`config.mk`:
```
export PLATFORM = sky130hd
export DESIGN_NAME = solovay_strassen_witness
export DESIGN_NICKNAME = d
export VERILOG_FILES = /design/src/hdl/ssw_pkg.sv /design/src/hdl/ssw_datapath.sv /design/src/hdl/solovay_strassen_witness.sv
export SDC_FILE = /design/constraint.sdc
export NUM_CORES = 1
export LEC_CHECK = 0
export ABC_CLOCK_PERIOD_IN_PS = 4700
export BUFFER_PORTS_ARGS = -buffer_cell sky130_fd_sc_hd__buf_4
export CAP_MARGIN = 20
export CORE_ASPECT_RATIO = 0.9
export CORE_MARGIN = 1
export CORE_UTILIZATION = 63
export CTS_CLUSTER_SIZE = 12
export DETAILED_ROUTE_END_ITERATION = 7
export GPL_ROUTABILITY_DRIVEN = 0
export HOLD_SLACK_MARGIN = 0.1
export MAX_ROUTING_LAYER = met4
export PLACE_DENSITY = 0.81
export SLEW_MARGIN = 20
export SYNTH_ARGS = -nofsm -noshare
export SYNTH_HDL_FRONTEND = slang
export SYNTH_SLANG_ARGS = --single-unit
```
`constraint.sdc`:
```
create_clock -name aclk -period 4.7 [get_ports aclk]
set_input_delay 0.235 -clock aclk [delete_from_list [all_inputs] [get_ports aclk]]
set_output_delay 0.235 -clock aclk [all_outputs]
set_load 0.05 [all_outputs]
```
`src/hdl/ssw_pkg.sv`:
```
// ----------------------------------------------------------------------------
// Solovay-Strassen witness package
// Shared widths and the status struct between the datapath and the sequencer.
// ----------------------------------------------------------------------------
package ssw_pkg;

    localparam int MOD_BITS = 16;
    localparam int CNT_BITS = $clog2(MOD_BITS + 1);

    // Status that the shared datapath reports to the sequencer.
    typedef struct packed {
        logic a_zero;     // Jacobi numerator is zero
        logic a_even;     // Jacobi numerator is even
        logic done;       // current iterative operation finished
    } ssw_stat_t;

    // Operations that the sequencer issues to the datapath.
    typedef enum logic [3:0] {
        OP_NONE,
        OP_LOAD,      // latch operands
        OP_RED,       // one restoring-division step of base mod n
        OP_JHALF,     // halve the Jacobi numerator
        OP_JSWAP,     // swap numerator and denominator
        OP_JMOD,      // one division step of a mod m
        OP_EINIT,     // start exponentiation
        OP_MMUL,      // one shift-add step of modular multiply
        OP_ESTEP      // advance to the next exponent bit
    } ssw_op_t;

endpackage

```
`src/hdl/ssw_datapath.sv`:
```
// ----------------------------------------------------------------------------
// Solovay-Strassen datapath
// Registers and one shared modular add/subtract unit used by the modular multiply steps.
// ----------------------------------------------------------------------------
module ssw_datapath
    import ssw_pkg::*;
(
    input  logic                aclk,
    input  logic                aresetn,
    input  ssw_op_t             op,
    input  logic [MOD_BITS-1:0] in_n,
    input  logic [MOD_BITS-1:0] in_b,
    output ssw_stat_t           stat,
    output logic                n_invalid,
    output logic                sign_neg,
    output logic                m_is_one,
    output logic                y_match_pos,
    output logic                y_match_neg,
    output logic                exp_zero,
    output logic                mul_pending
);

    logic [MOD_BITS-1:0] n_reg, n_next;
    logic [MOD_BITS-1:0] a_reg, a_next;       // Jacobi numerator, also base
    logic [MOD_BITS-1:0] m_reg, m_next;       // Jacobi denominator
    logic [MOD_BITS-1:0] rem_reg, rem_next;   // division remainder
    logic [MOD_BITS-1:0] quo_reg, quo_next;   // dividend shift register
    logic [CNT_BITS-1:0] cnt_reg, cnt_next;
    logic [MOD_BITS-1:0] bse_reg, bse_next;   // exponent base
    logic [MOD_BITS-1:0] y_reg, y_next;       // exponent result
    logic [MOD_BITS-1:0] e_reg, e_next;       // remaining exponent
    logic [MOD_BITS-1:0] ma_reg, ma_next;     // multiply addend
    logic [MOD_BITS-1:0] mb_reg, mb_next;     // multiply multiplier bits
    logic [MOD_BITS-1:0] acc_reg, acc_next;   // multiply accumulator
    logic                sq_reg, sq_next;     // 0: y*base, 1: base*base
    logic                sgn_reg, sgn_next;

    // Shared unit: add_mod(x, y, mod) and compare.
    logic [MOD_BITS-1:0] u_x, u_y, u_m, u_out, u_gap;
    logic [MOD_BITS:0]   d_shift;
    logic [MOD_BITS-1:0] d_mod;

    always_comb begin
        u_gap = u_m - u_y;
        u_out = (u_x >= u_gap) ? (u_x - u_gap) : (u_x + u_y);
    end

    // Operand selection for the shared unit.
    always_comb begin
        u_x = acc_reg;
        u_y = ma_reg;
        u_m = n_reg;
        if (op == OP_MMUL && !mb_reg[0]) begin
            u_x = ma_reg;
        end
        if (op == OP_MMUL && mb_reg[0]) begin
            u_x = acc_reg;
        end
    end

    // Division step divisor: base mod n uses n, Jacobi reduction uses m.
    assign d_mod   = (op == OP_RED) ? n_reg : m_reg;
    assign d_shift = {rem_reg, quo_reg[MOD_BITS-1]};

    always_comb begin
        n_next   = n_reg;
        a_next   = a_reg;
        m_next   = m_reg;
        rem_next = rem_reg;
        quo_next = quo_reg;
        cnt_next = cnt_reg;
        bse_next = bse_reg;
        y_next   = y_reg;
        e_next   = e_reg;
        ma_next  = ma_reg;
        mb_next  = mb_reg;
        acc_next = acc_reg;
        sq_next  = sq_reg;
        sgn_next = sgn_reg;
        unique case (op)
            OP_LOAD: begin
                n_next   = in_n;
                quo_next = in_b;
                rem_next = '0;
                cnt_next = CNT_BITS'(MOD_BITS);
                sgn_next = 1'b0;
            end
            OP_RED, OP_JMOD: begin
                // One restoring-division step; remainder ends in rem_reg.
                quo_next = {quo_reg[MOD_BITS-2:0], 1'b0};
                if (d_shift >= {1'b0, d_mod}) begin
                    rem_next = MOD_BITS'(d_shift - {1'b0, d_mod});
                end else begin
                    rem_next = d_shift[MOD_BITS-1:0];
                end
                cnt_next = cnt_reg - 1'b1;
                if (cnt_reg == CNT_BITS'(1)) begin
                    a_next = (d_shift >= {1'b0, d_mod}) ?
                             MOD_BITS'(d_shift - {1'b0, d_mod}) : d_shift[MOD_BITS-1:0];
                    // The reduced base is kept for the exponentiation.
                    if (op == OP_RED) begin
                        m_next   = n_reg;
                        bse_next = a_next;
                    end
                end
            end
            OP_JHALF: begin
                a_next = {1'b0, a_reg[MOD_BITS-1:1]};
                if (m_reg[2:0] == 3'd3 || m_reg[2:0] == 3'd5) begin
                    sgn_next = ~sgn_reg;
                end
            end
            OP_JSWAP: begin
                // Swap, flip on both three mod four, and start a mod m.
                a_next   = m_reg;
                m_next   = a_reg;
                if (m_reg[1:0] == 2'b11 && a_reg[1:0] == 2'b11) begin
                    sgn_next = ~sgn_reg;
                end
                quo_next = m_reg;
                rem_next = '0;
                cnt_next = CNT_BITS'(MOD_BITS);
            end
            OP_EINIT: begin
                y_next   = MOD_BITS'(1);
                e_next   = {1'b0, n_reg[MOD_BITS-1:1]};
                sq_next  = 1'b0;
                ma_next  = bse_reg;
                mb_next  = MOD_BITS'(1);
                acc_next = '0;
                // Exponent bit zero skips straight to squaring.
                if (!n_reg[1]) begin
                    sq_next = 1'b1;
                    mb_next = bse_reg;
                end else begin
                    mb_next = y_next;
                end
            end
            OP_MMUL: begin
                if (mb_reg[0]) begin
                    acc_next = u_out;
                end else begin
                    ma_next = u_out;
                end
                if (mb_reg[0]) begin
                    ma_next = ma_reg;
                    mb_next = mb_reg;
                    mb_next[0] = 1'b0;
                end else begin
                    mb_next = {1'b0, mb_reg[MOD_BITS-1:1]};
                end
            end
            OP_ESTEP: begin
                // Store the product and set up the next multiply.
                if (sq_reg) begin
                    bse_next = acc_reg;
                    e_next   = {1'b0, e_reg[MOD_BITS-1:1]};
                    if (e_reg[1]) begin
                        sq_next = 1'b0;
                        ma_next = y_reg;
                        mb_next = acc_reg;
                    end else begin
                        sq_next = 1'b1;
                        ma_next = acc_reg;
                        mb_next = acc_reg;
                    end
                end else begin
                    y_next  = acc_reg;
                    sq_next = 1'b1;
                    ma_next = bse_reg;
                    mb_next = bse_reg;
                end
                acc_next = '0;
            end
            default: begin
            end
        endcase
    end

    always_ff @(posedge aclk) begin
        if (!aresetn) begin
            cnt_reg <= '0;
            sgn_reg <= 1'b0;
            sq_reg  <= 1'b0;
        end else begin
            cnt_reg <= cnt_next;
            sgn_reg <= sgn_next;
            sq_reg  <= sq_next;
        end
        n_reg   <= n_next;
        a_reg   <= a_next;
        m_reg   <= m_next;
        rem_reg <= rem_next;
        quo_reg <= quo_next;
        bse_reg <= bse_next;
        y_reg   <= y_next;
        e_reg   <= e_next;
        ma_reg  <= ma_next;
        mb_reg  <= mb_next;
        acc_reg <= acc_next;
    end

    // Status for the sequencer.
    assign stat.a_zero  = (a_reg == '0);
    assign stat.a_even  = ~a_reg[0];
    assign stat.done    = (cnt_reg == CNT_BITS'(1));
    assign n_invalid    = (n_reg < MOD_BITS'(3)) || !n_reg[0];
    assign sign_neg     = sgn_reg;
    assign m_is_one     = (m_reg == MOD_BITS'(1));
    assign y_match_pos  = (y_reg == MOD_BITS'(1));
    assign y_match_neg  = (y_reg == n_reg - MOD_BITS'(1));
    assign exp_zero     = sq_reg ? (e_reg == '0) : 1'b0;
    assign mul_pending  = (mb_reg != '0);

endmodule

```
`src/hdl/solovay_strassen_witness.sv`:
```
// Sequence: an invalid modulus goes from the check state straight to the result;
// otherwise base reduction, then Jacobi halving and swap steps (each swap followed by
// a division), then the modular multiplies of the exponentiation.
// Throughput: one word at a time; s_tready is low from acceptance until the
// result word is taken. The shared modular adder and divider step set this.
// Reset: synchronous active-low aresetn returns the sequencer to idle with
// no result pending.
// ----------------------------------------------------------------------------
// Solovay-Strassen witness
// Jacobi symbol and Euler criterion check under a small sequencer.
// ----------------------------------------------------------------------------
module solovay_strassen_witness
    import ssw_pkg::*;
(
    input  logic        aclk,
    input  logic        aresetn,
    input  logic        s_tvalid,
    output logic        s_tready,
    input  logic [31:0] s_tdata,   // modulus[15:0], base[31:16]
    output logic        m_tvalid,
    input  logic        m_tready,
    output logic [7:0]  m_tdata    // is_witness[0], jacobi_symbol[2:1], bad_modulus[3]
);

    typedef enum logic [3:0] {
        ST_IDLE, ST_CHECK, ST_RED, ST_JTEST, ST_JMOD, ST_EINIT,
        ST_MUL, ST_ESTEP, ST_OUT
    } state_t;

    state_t          state_reg;
    ssw_op_t         op;
    ssw_stat_t       stat;
    logic            n_invalid;
    logic            sign_neg, m_is_one, y_pos, y_neg, exp_zero, mul_pending;
    logic [3:0]      res_reg;
    logic [MOD_BITS-1:0] n_in;

    assign n_in = s_tdata[MOD_BITS-1:0];

    ssw_datapath u_dp (
        .aclk(aclk), .aresetn(aresetn), .op(op),
        .in_n(n_in), .in_b(s_tdata[16+MOD_BITS-1:16]),
        .stat(stat), .n_invalid(n_invalid),
        .sign_neg(sign_neg), .m_is_one(m_is_one),
        .y_match_pos(y_pos), .y_match_neg(y_neg),
        .exp_zero(exp_zero), .mul_pending(mul_pending)
    );

    // Operation issued in each state.
    always_comb begin
        op = OP_NONE;
        unique case (state_reg)
            ST_IDLE:  op = s_tvalid ? OP_LOAD : OP_NONE;
            ST_RED:   op = OP_RED;
            ST_JTEST: op = stat.a_zero ? OP_NONE : (stat.a_even ? OP_JHALF : OP_JSWAP);
            ST_JMOD:  op = OP_JMOD;
            ST_EINIT: op = OP_EINIT;
            ST_MUL:   op = mul_pending ? OP_MMUL : OP_ESTEP;
            default:  op = OP_NONE;
        endcase
    end

    // Sequencer and result register.
    always_ff @(posedge aclk) begin
        if (!aresetn) begin
            state_reg <= ST_IDLE;
            res_reg   <= '0;
        end else begin
            unique case (state_reg)
                ST_IDLE: begin
                    if (s_tvalid) begin
                        state_reg <= ST_CHECK;
                    end
                end
                ST_CHECK: begin
                    if (n_invalid) begin
                        res_reg   <= 4'b1000;
                        state_reg <= ST_OUT;
                    end else begin
                        state_reg <= ST_RED;
                    end
                end
                ST_RED: begin
                    if (stat.done) begin
                        state_reg <= ST_JTEST;
                    end
                end
                ST_JTEST: begin
                    if (stat.a_zero) begin
                        if (!m_is_one) begin
                            res_reg   <= 4'b0001;
                            state_reg <= ST_OUT;
                        end else begin
                            state_reg <= ST_EINIT;
                        end
                    end else if (!stat.a_even) begin
                        state_reg <= ST_JMOD;
                    end
                end
                ST_JMOD: begin
                    if (stat.done) begin
                        state_reg <= ST_JTEST;
                    end
                end
                ST_EINIT: state_reg <= ST_MUL;
                ST_MUL: begin
                    if (!mul_pending) begin
                        state_reg <= ST_ESTEP;
                    end
                end
                ST_ESTEP: begin
                    if (exp_zero) begin
                        res_reg <= sign_neg ? {2'b01, 1'b1, ~y_neg}
                                            : {2'b00, 1'b1, ~y_pos};
                        state_reg <= ST_OUT;
                    end else begin
                        state_reg <= ST_MUL;
                    end
                end
                ST_OUT: begin
                    if (m_tready) begin
                        state_reg <= ST_IDLE;
                    end
                end
                default: state_reg <= ST_IDLE;
            endcase
        end
    end

    assign s_tready = (state_reg == ST_IDLE);
    assign m_tvalid = (state_reg == ST_OUT);
    assign m_tdata  = {4'b0, res_reg};

`ifndef SYNTHESIS
    a_no_overlap: assert property (@(posedge aclk) disable iff (!aresetn)
        !(s_tready && m_tvalid)) else $error("ready while result pending");
    a_bad_clean: assert property (@(posedge aclk) disable iff (!aresetn)
        m_tvalid && m_tdata[3] |-> m_tdata[2:0] == 3'b000)
        else $error("bad modulus with nonzero fields");
    a_sym_code: assert property (@(posedge aclk) disable iff (!aresetn)
        m_tvalid |-> m_tdata[2:1] != 2'b10) else $error("illegal symbol code");
`endif

endmodule
```
# After elaboration in Yosys (flattened, before gate mapping)
# Index checks and enable logic that the tools add are counted.
[op_classes] n_addsub=6 order_cmp=3 eq_ne=41 mux=58 bitwise_logic=3 n_reduce_logical=35
[op_table] operator="$mux W16" n=18
[op_table] operator="$pmux W16 S2" n=6
[op_table] operator="$pmux W16 S3" n=4
[op_table] operator="$mux W4" n=14
[op_table] operator="$sub A16 B16 Y16" n=3
[op_table] operator="$eq A16 B1 Y1 const B" n=2
[op_table] operator="$eq A4 B3 Y1 const B" n=8
[op_table] operator="$logic_not A16 Y1" n=2
[op_table] operator="$pmux W4 S8" n=1
[op_table] operator="$pmux W4 S6" n=1
[op_table] operator="$ne A2 B2 Y1 const B" n=9
[op_table] operator="$ge A17 B16 Y1" n=1
[op_table] operator="$add A16 B16 Y16" n=1
[op_table] operator="$eq A16 B16 Y1" n=1
[op_table] operator="$eq A4 B2 Y1 const B" n=4
[op_table] operator="$ge A16 B16 Y1" n=1
[op_table] operator="$lt A16 B2 Y1 const B" n=1
[op_table] operator="$reduce_bool A16 Y1" n=1
[op_table] operator="$sub A16 B1 Y16 const B" n=1
[op_table] operator="$reduce_bool A3 Y1" n=5
[op_table] operator="$ne A2 B1 Y1 const B" n=7
[op_table] operator="$pmux W4 S3" n=1
[op_table] operator="$reduce_and A2 Y1" n=6
[op_table] operator="$pmux W5 S2" n=1
[op_table] operator="other kinds (21)" n=47
[word_totals] register_bits=191 inputBits=36 output_inout_bits=10 elab_cells=163

# Depth between registers and ports, before layout
[depth] word_depth=11 depth_mapped=22 depth_no_buf=20

# By module
# A second synthesis with hierarchy kept.
[unflattened] hier_cells=1338 area_unflattened_um2=12931.2
[modules_own_cells] mod="ssw_datapath" instances=1 cells_each=1250 area_per_inst_um2=12293.0 seq_area_each_um2=5395.2
[modules_own_cells] mod="solovay_strassen_witness" instances=1 cells_each=88 area_per_inst_um2=638.1 seq_area_each_um2=160.2

# Least setup slack after synthesis
# Ideal clock, no wire load.
[synth_timing] kind="register -> register" start="register u_dp.n_reg[0]" end="register u_dp.ma_reg[10] (data pin)" setup_time_ns=0.259 t_arrival_ns=4.090 t_required_ns=4.441 path_slack_ns=0.352 path_stages_with_launch=22 path_buffers=2 synth_period_minus_slack_ns=4.348 path_cell_list="edfxtp_1 inv_1 ha_1 inv_1 fa_1 a21o_1 a21oi_1 o21ai_0 nand2_1 nor2_1 nor3_1 xor2_1 ha_1 and3_4 and3_1 a211o_1 a21o_1 a221oi_2 buf_6 buf_6 mux2i_1 o21ai_1"
[synth_between] elab_chain_cells=5 elab_cells_between_ends=6 classes_between="add/sub: 2; order compare: 1; mux: 3"
[synth_rtl] item="from (decl)" line="ssw_datapath.sv:23" text="logic [MOD_BITS-1:0] n_reg, n_next;"
[synth_rtl] item="from (signal assigned)" line="ssw_datapath.sv:190" text="n_reg <= n_next;"
[synth_rtl] item="$sub A16 B16 Y16 (*)" line="ssw_datapath.sv:44" text="u_gap = u_m - u_y;"
[synth_rtl] item="$sub A16 B16 Y16 / $ge A16 B16 Y1 (equally long branches)" line="ssw_datapath.sv:45" text="u_out = (u_x >= u_gap) ? (u_x - u_gap) : (u_x + u_y);"
[synth_rtl] item="$mux W16 (*)" line="ssw_datapath.sv:45"
[synth_rtl] item="$mux W16 (*)" line="ssw_datapath.sv:145" text="if (mb_reg[0]) begin"
[synth_rtl] item="$pmux W16 S3 (*)" line="ssw_datapath.sv:80" text="unique case (op)"
[synth_rtl] item="named net u_dp.ma_next[10]" line="ssw_datapath.sv:32" text="logic [MOD_BITS-1:0] ma_reg, ma_next;"
[synth_rtl] item="to (signal assigned)" line="ssw_datapath.sv:198" text="ma_reg <= ma_next;"
[synth_rtl] item="to (decl)" line="ssw_datapath.sv:32"
# The timed path passes the listed nets; every way through them passes the cells marked *. The select of a mux whose other input is x is not followed.
# A chain may end at the register's enable or synchronous reset.

# Worst setup path after layout
[layout_timing] start="register u_dp.n_reg[1]" end="register u_dp.ma_reg[5] (data pin)"
# The elaborated chain is that of the path after synthesis.

==> impl_metrics.py <==
metrics = {
    "yosys": {
        "synth_ff_type": "edfxtp_1",
        "synth_edf_count": 175,
        "synth_seq_cells": 190,
        "synthTopCellsByArea": "edfxtp_1, ha_1, nand2_1",
        "ys_seq_area_frac": 0.438,
        "synthCells": 1309,
        "synth_top_area_share": 0.414,
        "synth_area_um2": 12700,
        "postSynth.asyncResetShare": 0,
        "synth_top_area_cell": "edfxtp_1",
        "ys_types": 73,
        "ys_warn_count": 0,
        "synth.avg_cell_area_um2": 9.70,
    },
    "power_and_ir_drop": {
        "power_frac_seq": 0.300,
        "p_leak_uw": 0.00575,
        "combinationalPowerShare": 0.560,
        "p_sw_frac": 0.446,
        "power_density_nw_per_um2": 709,
        "ir_worst_vdd_v": 0.000448,
        "p_total_uw": 10300,
        "power.switching_uw": 4610,
        "internal_power_uw": 5710,
        "p_clk_frac": 0.140,
    },
    "hold_path": {
        "hp-start": "s_tdata[31]",
        "holdPathEnd": "u_dp.quo_reg[15]$_DFFE_PP_",
        "min_path_type": "in -> reg",
        "hold-path-cell-count": 3,
    },
    "critical_path": {
        "endpoint_kind": "flip-flop",
        "worstPathRequired_ns": 4.87,
        "critPathKind": "reg -> reg",
        "timing.rr.end": "u_dp.ma_reg[5]$_DFFE_PP_",
        "crit_arrival_ns": 4.82,
        "rrSetupSlack_ns": 0.05,
        "worst-r2r-cell-count": 20,
        "critPathMaxFanout": 8,
        "crit_path_start": "u_dp.n_reg[1]$_DFFE_PP_",
        "cp-start-kind": "flip-flop",
        "r2r-start": "u_dp.n_reg[1]$_DFFE_PP_",
    },
    "die": {
        "core_um2": 19500,
        "die_area_um2": 20700,
        "die_w_um": 152,
        "std_cell_rows": 48,
        "die_y_um": 137,
        "initial_utilization": 0.653,
        "io_pins": 46,
    },
    "global_route": {
        "grt_start_max_net_pins": 46,
        "grt_pass1_wl_um": 59800,
        "gr-total-overflow": 0,
        "antenna_found_initial": 0,
        "grtUsageTotal": 0.399,
        "grt_pass1_vias": 10600,
    },
    "sta": {
        "slew_headroom": 0.309,
        "worstMarginPinSlew_ns": 1.03,
        "finalClockSkew_ns": 0.0151,
        "final_hold_viol_count": 0,
        "setup_tns_ns": 0,
        "fin_crit_ns": 4.65,
        "drv_slew": 0,
        "setup_viol": 0,
        "fin_ws_ns": 0.0505,
        "fin_crit_sh": 0.989,
        "fmax_ghz": 0.215,
    },
    "placement": {
        "pre_cts_slack_ns": -0.173,
        "post_dp_cell_area_um2": 13500,
        "io_buffers": 41,
        "dp.cells": 1593,
        "dpl.hpwl_um": 28300,
    },
    "routing": {
        "post_drt_wl_per_cell_um": 24.1,
        "wl_um": 40200,
        "drt_first_pass_iters": 8,
        "ant_nets": 0,
        "drtIter0Drc": 1626,
        "vias": 11500,
        "post_drt_via_cell_ratio": 6.92,
        "post-route-drc-count": 0,
    },
    "layout": {
        "syn2layout_area_growth_pct": 14.7,
        "drive_gt1_frac": 0.137,
        "fin_cells": 1669,
        "layout.nets": 1513,
        "final_area_um2": 14600,
        "diodes": 0,
    },
    "status": {
        "outcome": "complete, no violations",
    },
    "clock_network": {
        "clockRootBuffer": "clkbuf_16",
        "h-tree-depth": 4,
        "clkLatencyLatePin_ns": 0.45,
        "cts_tree": "done",
        "numCtsBuffers": 17,
        "path_clk_slew_ns": 0.08,
        "cts_num_sinks": 190,
        "cts_buffer_depth": 2,
    },
    "job": {
        "cap_violations": 0,
    },
}
power groups by stage:
stage	clock network, µW	logic [µW]	registers, µW
6_report	1450	5780	3090
5_1_grt	1500	6260	3110
4_1_cts	1440	5330	3050
3_5_place_dp	0	5250	3080
3_3_place_gp	0	5040	3070
2_1_floorplan	0	3900	2930
kinds of logic after synthesis:
| family | count (synthesis) | share of synthesized area |
|---|---|---|
| AO/OA/AOI/OAI | 338 | 0.176 |
| XOR/XNOR | 64 | 0.0441 |
| adder cells (fa/ha/maj) | 71 | 0.0723 |
| buffers and inverters | 117 | 0.0390 |
| flip-flops | 190 | 0.438 |
| multiplexers | 65 | 0.0533 |
| other | 1 | 0.000295 |
| AND/OR/NAND/NOR | 463 | 0.177 |
worst max-delay path by stage:
stage,endpoint,slack (ns),cells past startpoint
after CTS,u_dp.ma_reg[1]$_DFFE_PP_,0.02,18
after floorplan,u_dp.ma_reg[10]$_DFFE_PP_,0.35,21
final,u_dp.ma_reg[5]$_DFFE_PP_,0.05,20
after global placement,u_dp.ma_reg[1]$_DFFE_PP_,0.12,18
after global routing,u_dp.ma_reg[5]$_DFFE_PP_,-0.16,21
after detailed placement,u_dp.ma_reg[1]$_DFFE_PP_,-0.17,19
area by class of cell:
cell class / instances / area (µm²)
Tap cell: 250 / 313
Fill cell: 1291 / 4890
Clock inverter: 15 / 149
Sequential cell: 190 / 5560
Clock buffer: 17 / 425
Inverter: 55 / 206
Multi-Input combinational cell: 1005 / 6790
Timing Repair Buffer: 137 / 1130
per-stage QoR:
stage	hold WS (ns)	utilization
2_1_floorplan	0.334	-
3_3_place_gp	0.414	0.692
6_report	0.116	0.749
3_5_place_dp	0.416	0.692
5_1_grt	0.101	0.749
4_1_cts	0.103	0.738
layout by cell type, fill, tap and decap left out, types with 14 or more instances in the layout:
master           n
edfxtp_1       175
nand2_1        144
nor2_1         113
buf_4          100
a21oi_1         99
ha_1            66
inv_1           54
nor2b_1         47
o21ai_0         44
mux2i_1         43
a211oi_1        34
xnor2_1         34
dlygate4sd3_1   32
xor2_1          30
and2_1          23
nor3_1          23
nor4_1          21
mux2_2          20
nand3_1         19
clkbuf_16       17
a22oi_1         16
a222oi_1        15
dfxtp_1         15
o21ai_1         14
nand2b_1        14
o21a_1          14
synthesized netlist by cell type (9+ instances only):
master    instances
and3_1           12
nor2_1          114
o21ai_1          13
a21oi_1         102
nand2b_1         14
a22oi_1          16
o21ai_0          48
a222oi_1         15
buf_2             9
o221ai_1         13
dfxtp_1          15
a31oi_1          12
xnor2_1          34
a211oi_1         35
mux2i_1          44
nand4_1          13
o21a_1           14
ha_1             67
nor2b_1          48
a21o_1           11
xor2_1           30
clkbuf_1         41
nor4_1           21
mux2_2           20
inv_1            55
nand3_1          19
nand2_1         145
and2_1           23
nor3_1           26
edfxtp_1        175
worst max-delay path, stage by stage (launching register included):
cell and delay, ns:
edfxtp_1 0.46, ha_1 0.31, nor2b_2 0.21, o31ai_4 0.08, a21oi_2 0.28, a211oi_2 0.12, nor3_2 0.27, a21oi_1 0.13
o21bai_1 0.18, xnor2_1 0.15, ha_1 0.30, and3_4 0.18, and3_1 0.17, a211o_1 0.28, a21o_1 0.21, a221oi_4 0.33
buf_6 0.15, buf_12 0.11, nor2_1 0.04, a21oi_1 0.21, o221ai_1 0.19
layer usage:
layer / vias to the layer above / part of all wire / wire length, µm / track usage
li1: 5081 / - / - / -
met1: 5427 / 0.39 / 15700 / 0.540
met2: 880 / 0.43 / 17400 / 0.570
met3: 155 / 0.14 / 5530 / 0.104
met4: 0 / 0.039 / 1550 / 0.157
met5: - / 0 / 0 / -
timing repair:
| item | 4_1_cts | 5_1_grt |
|---|---|---|
| buffers inserted | 0 | 11 |
| hold buffers | 32 | 0 |
| gates resized for setup | 4 | 23 |
| hold endpoints to repair | 32 | 0 |
| endpoints found under the setup margin | 29 | 33 |
| cloned | 0 | 1 |
| pin swaps | 0 | 10 |
(Power assumes the default switching activity.)
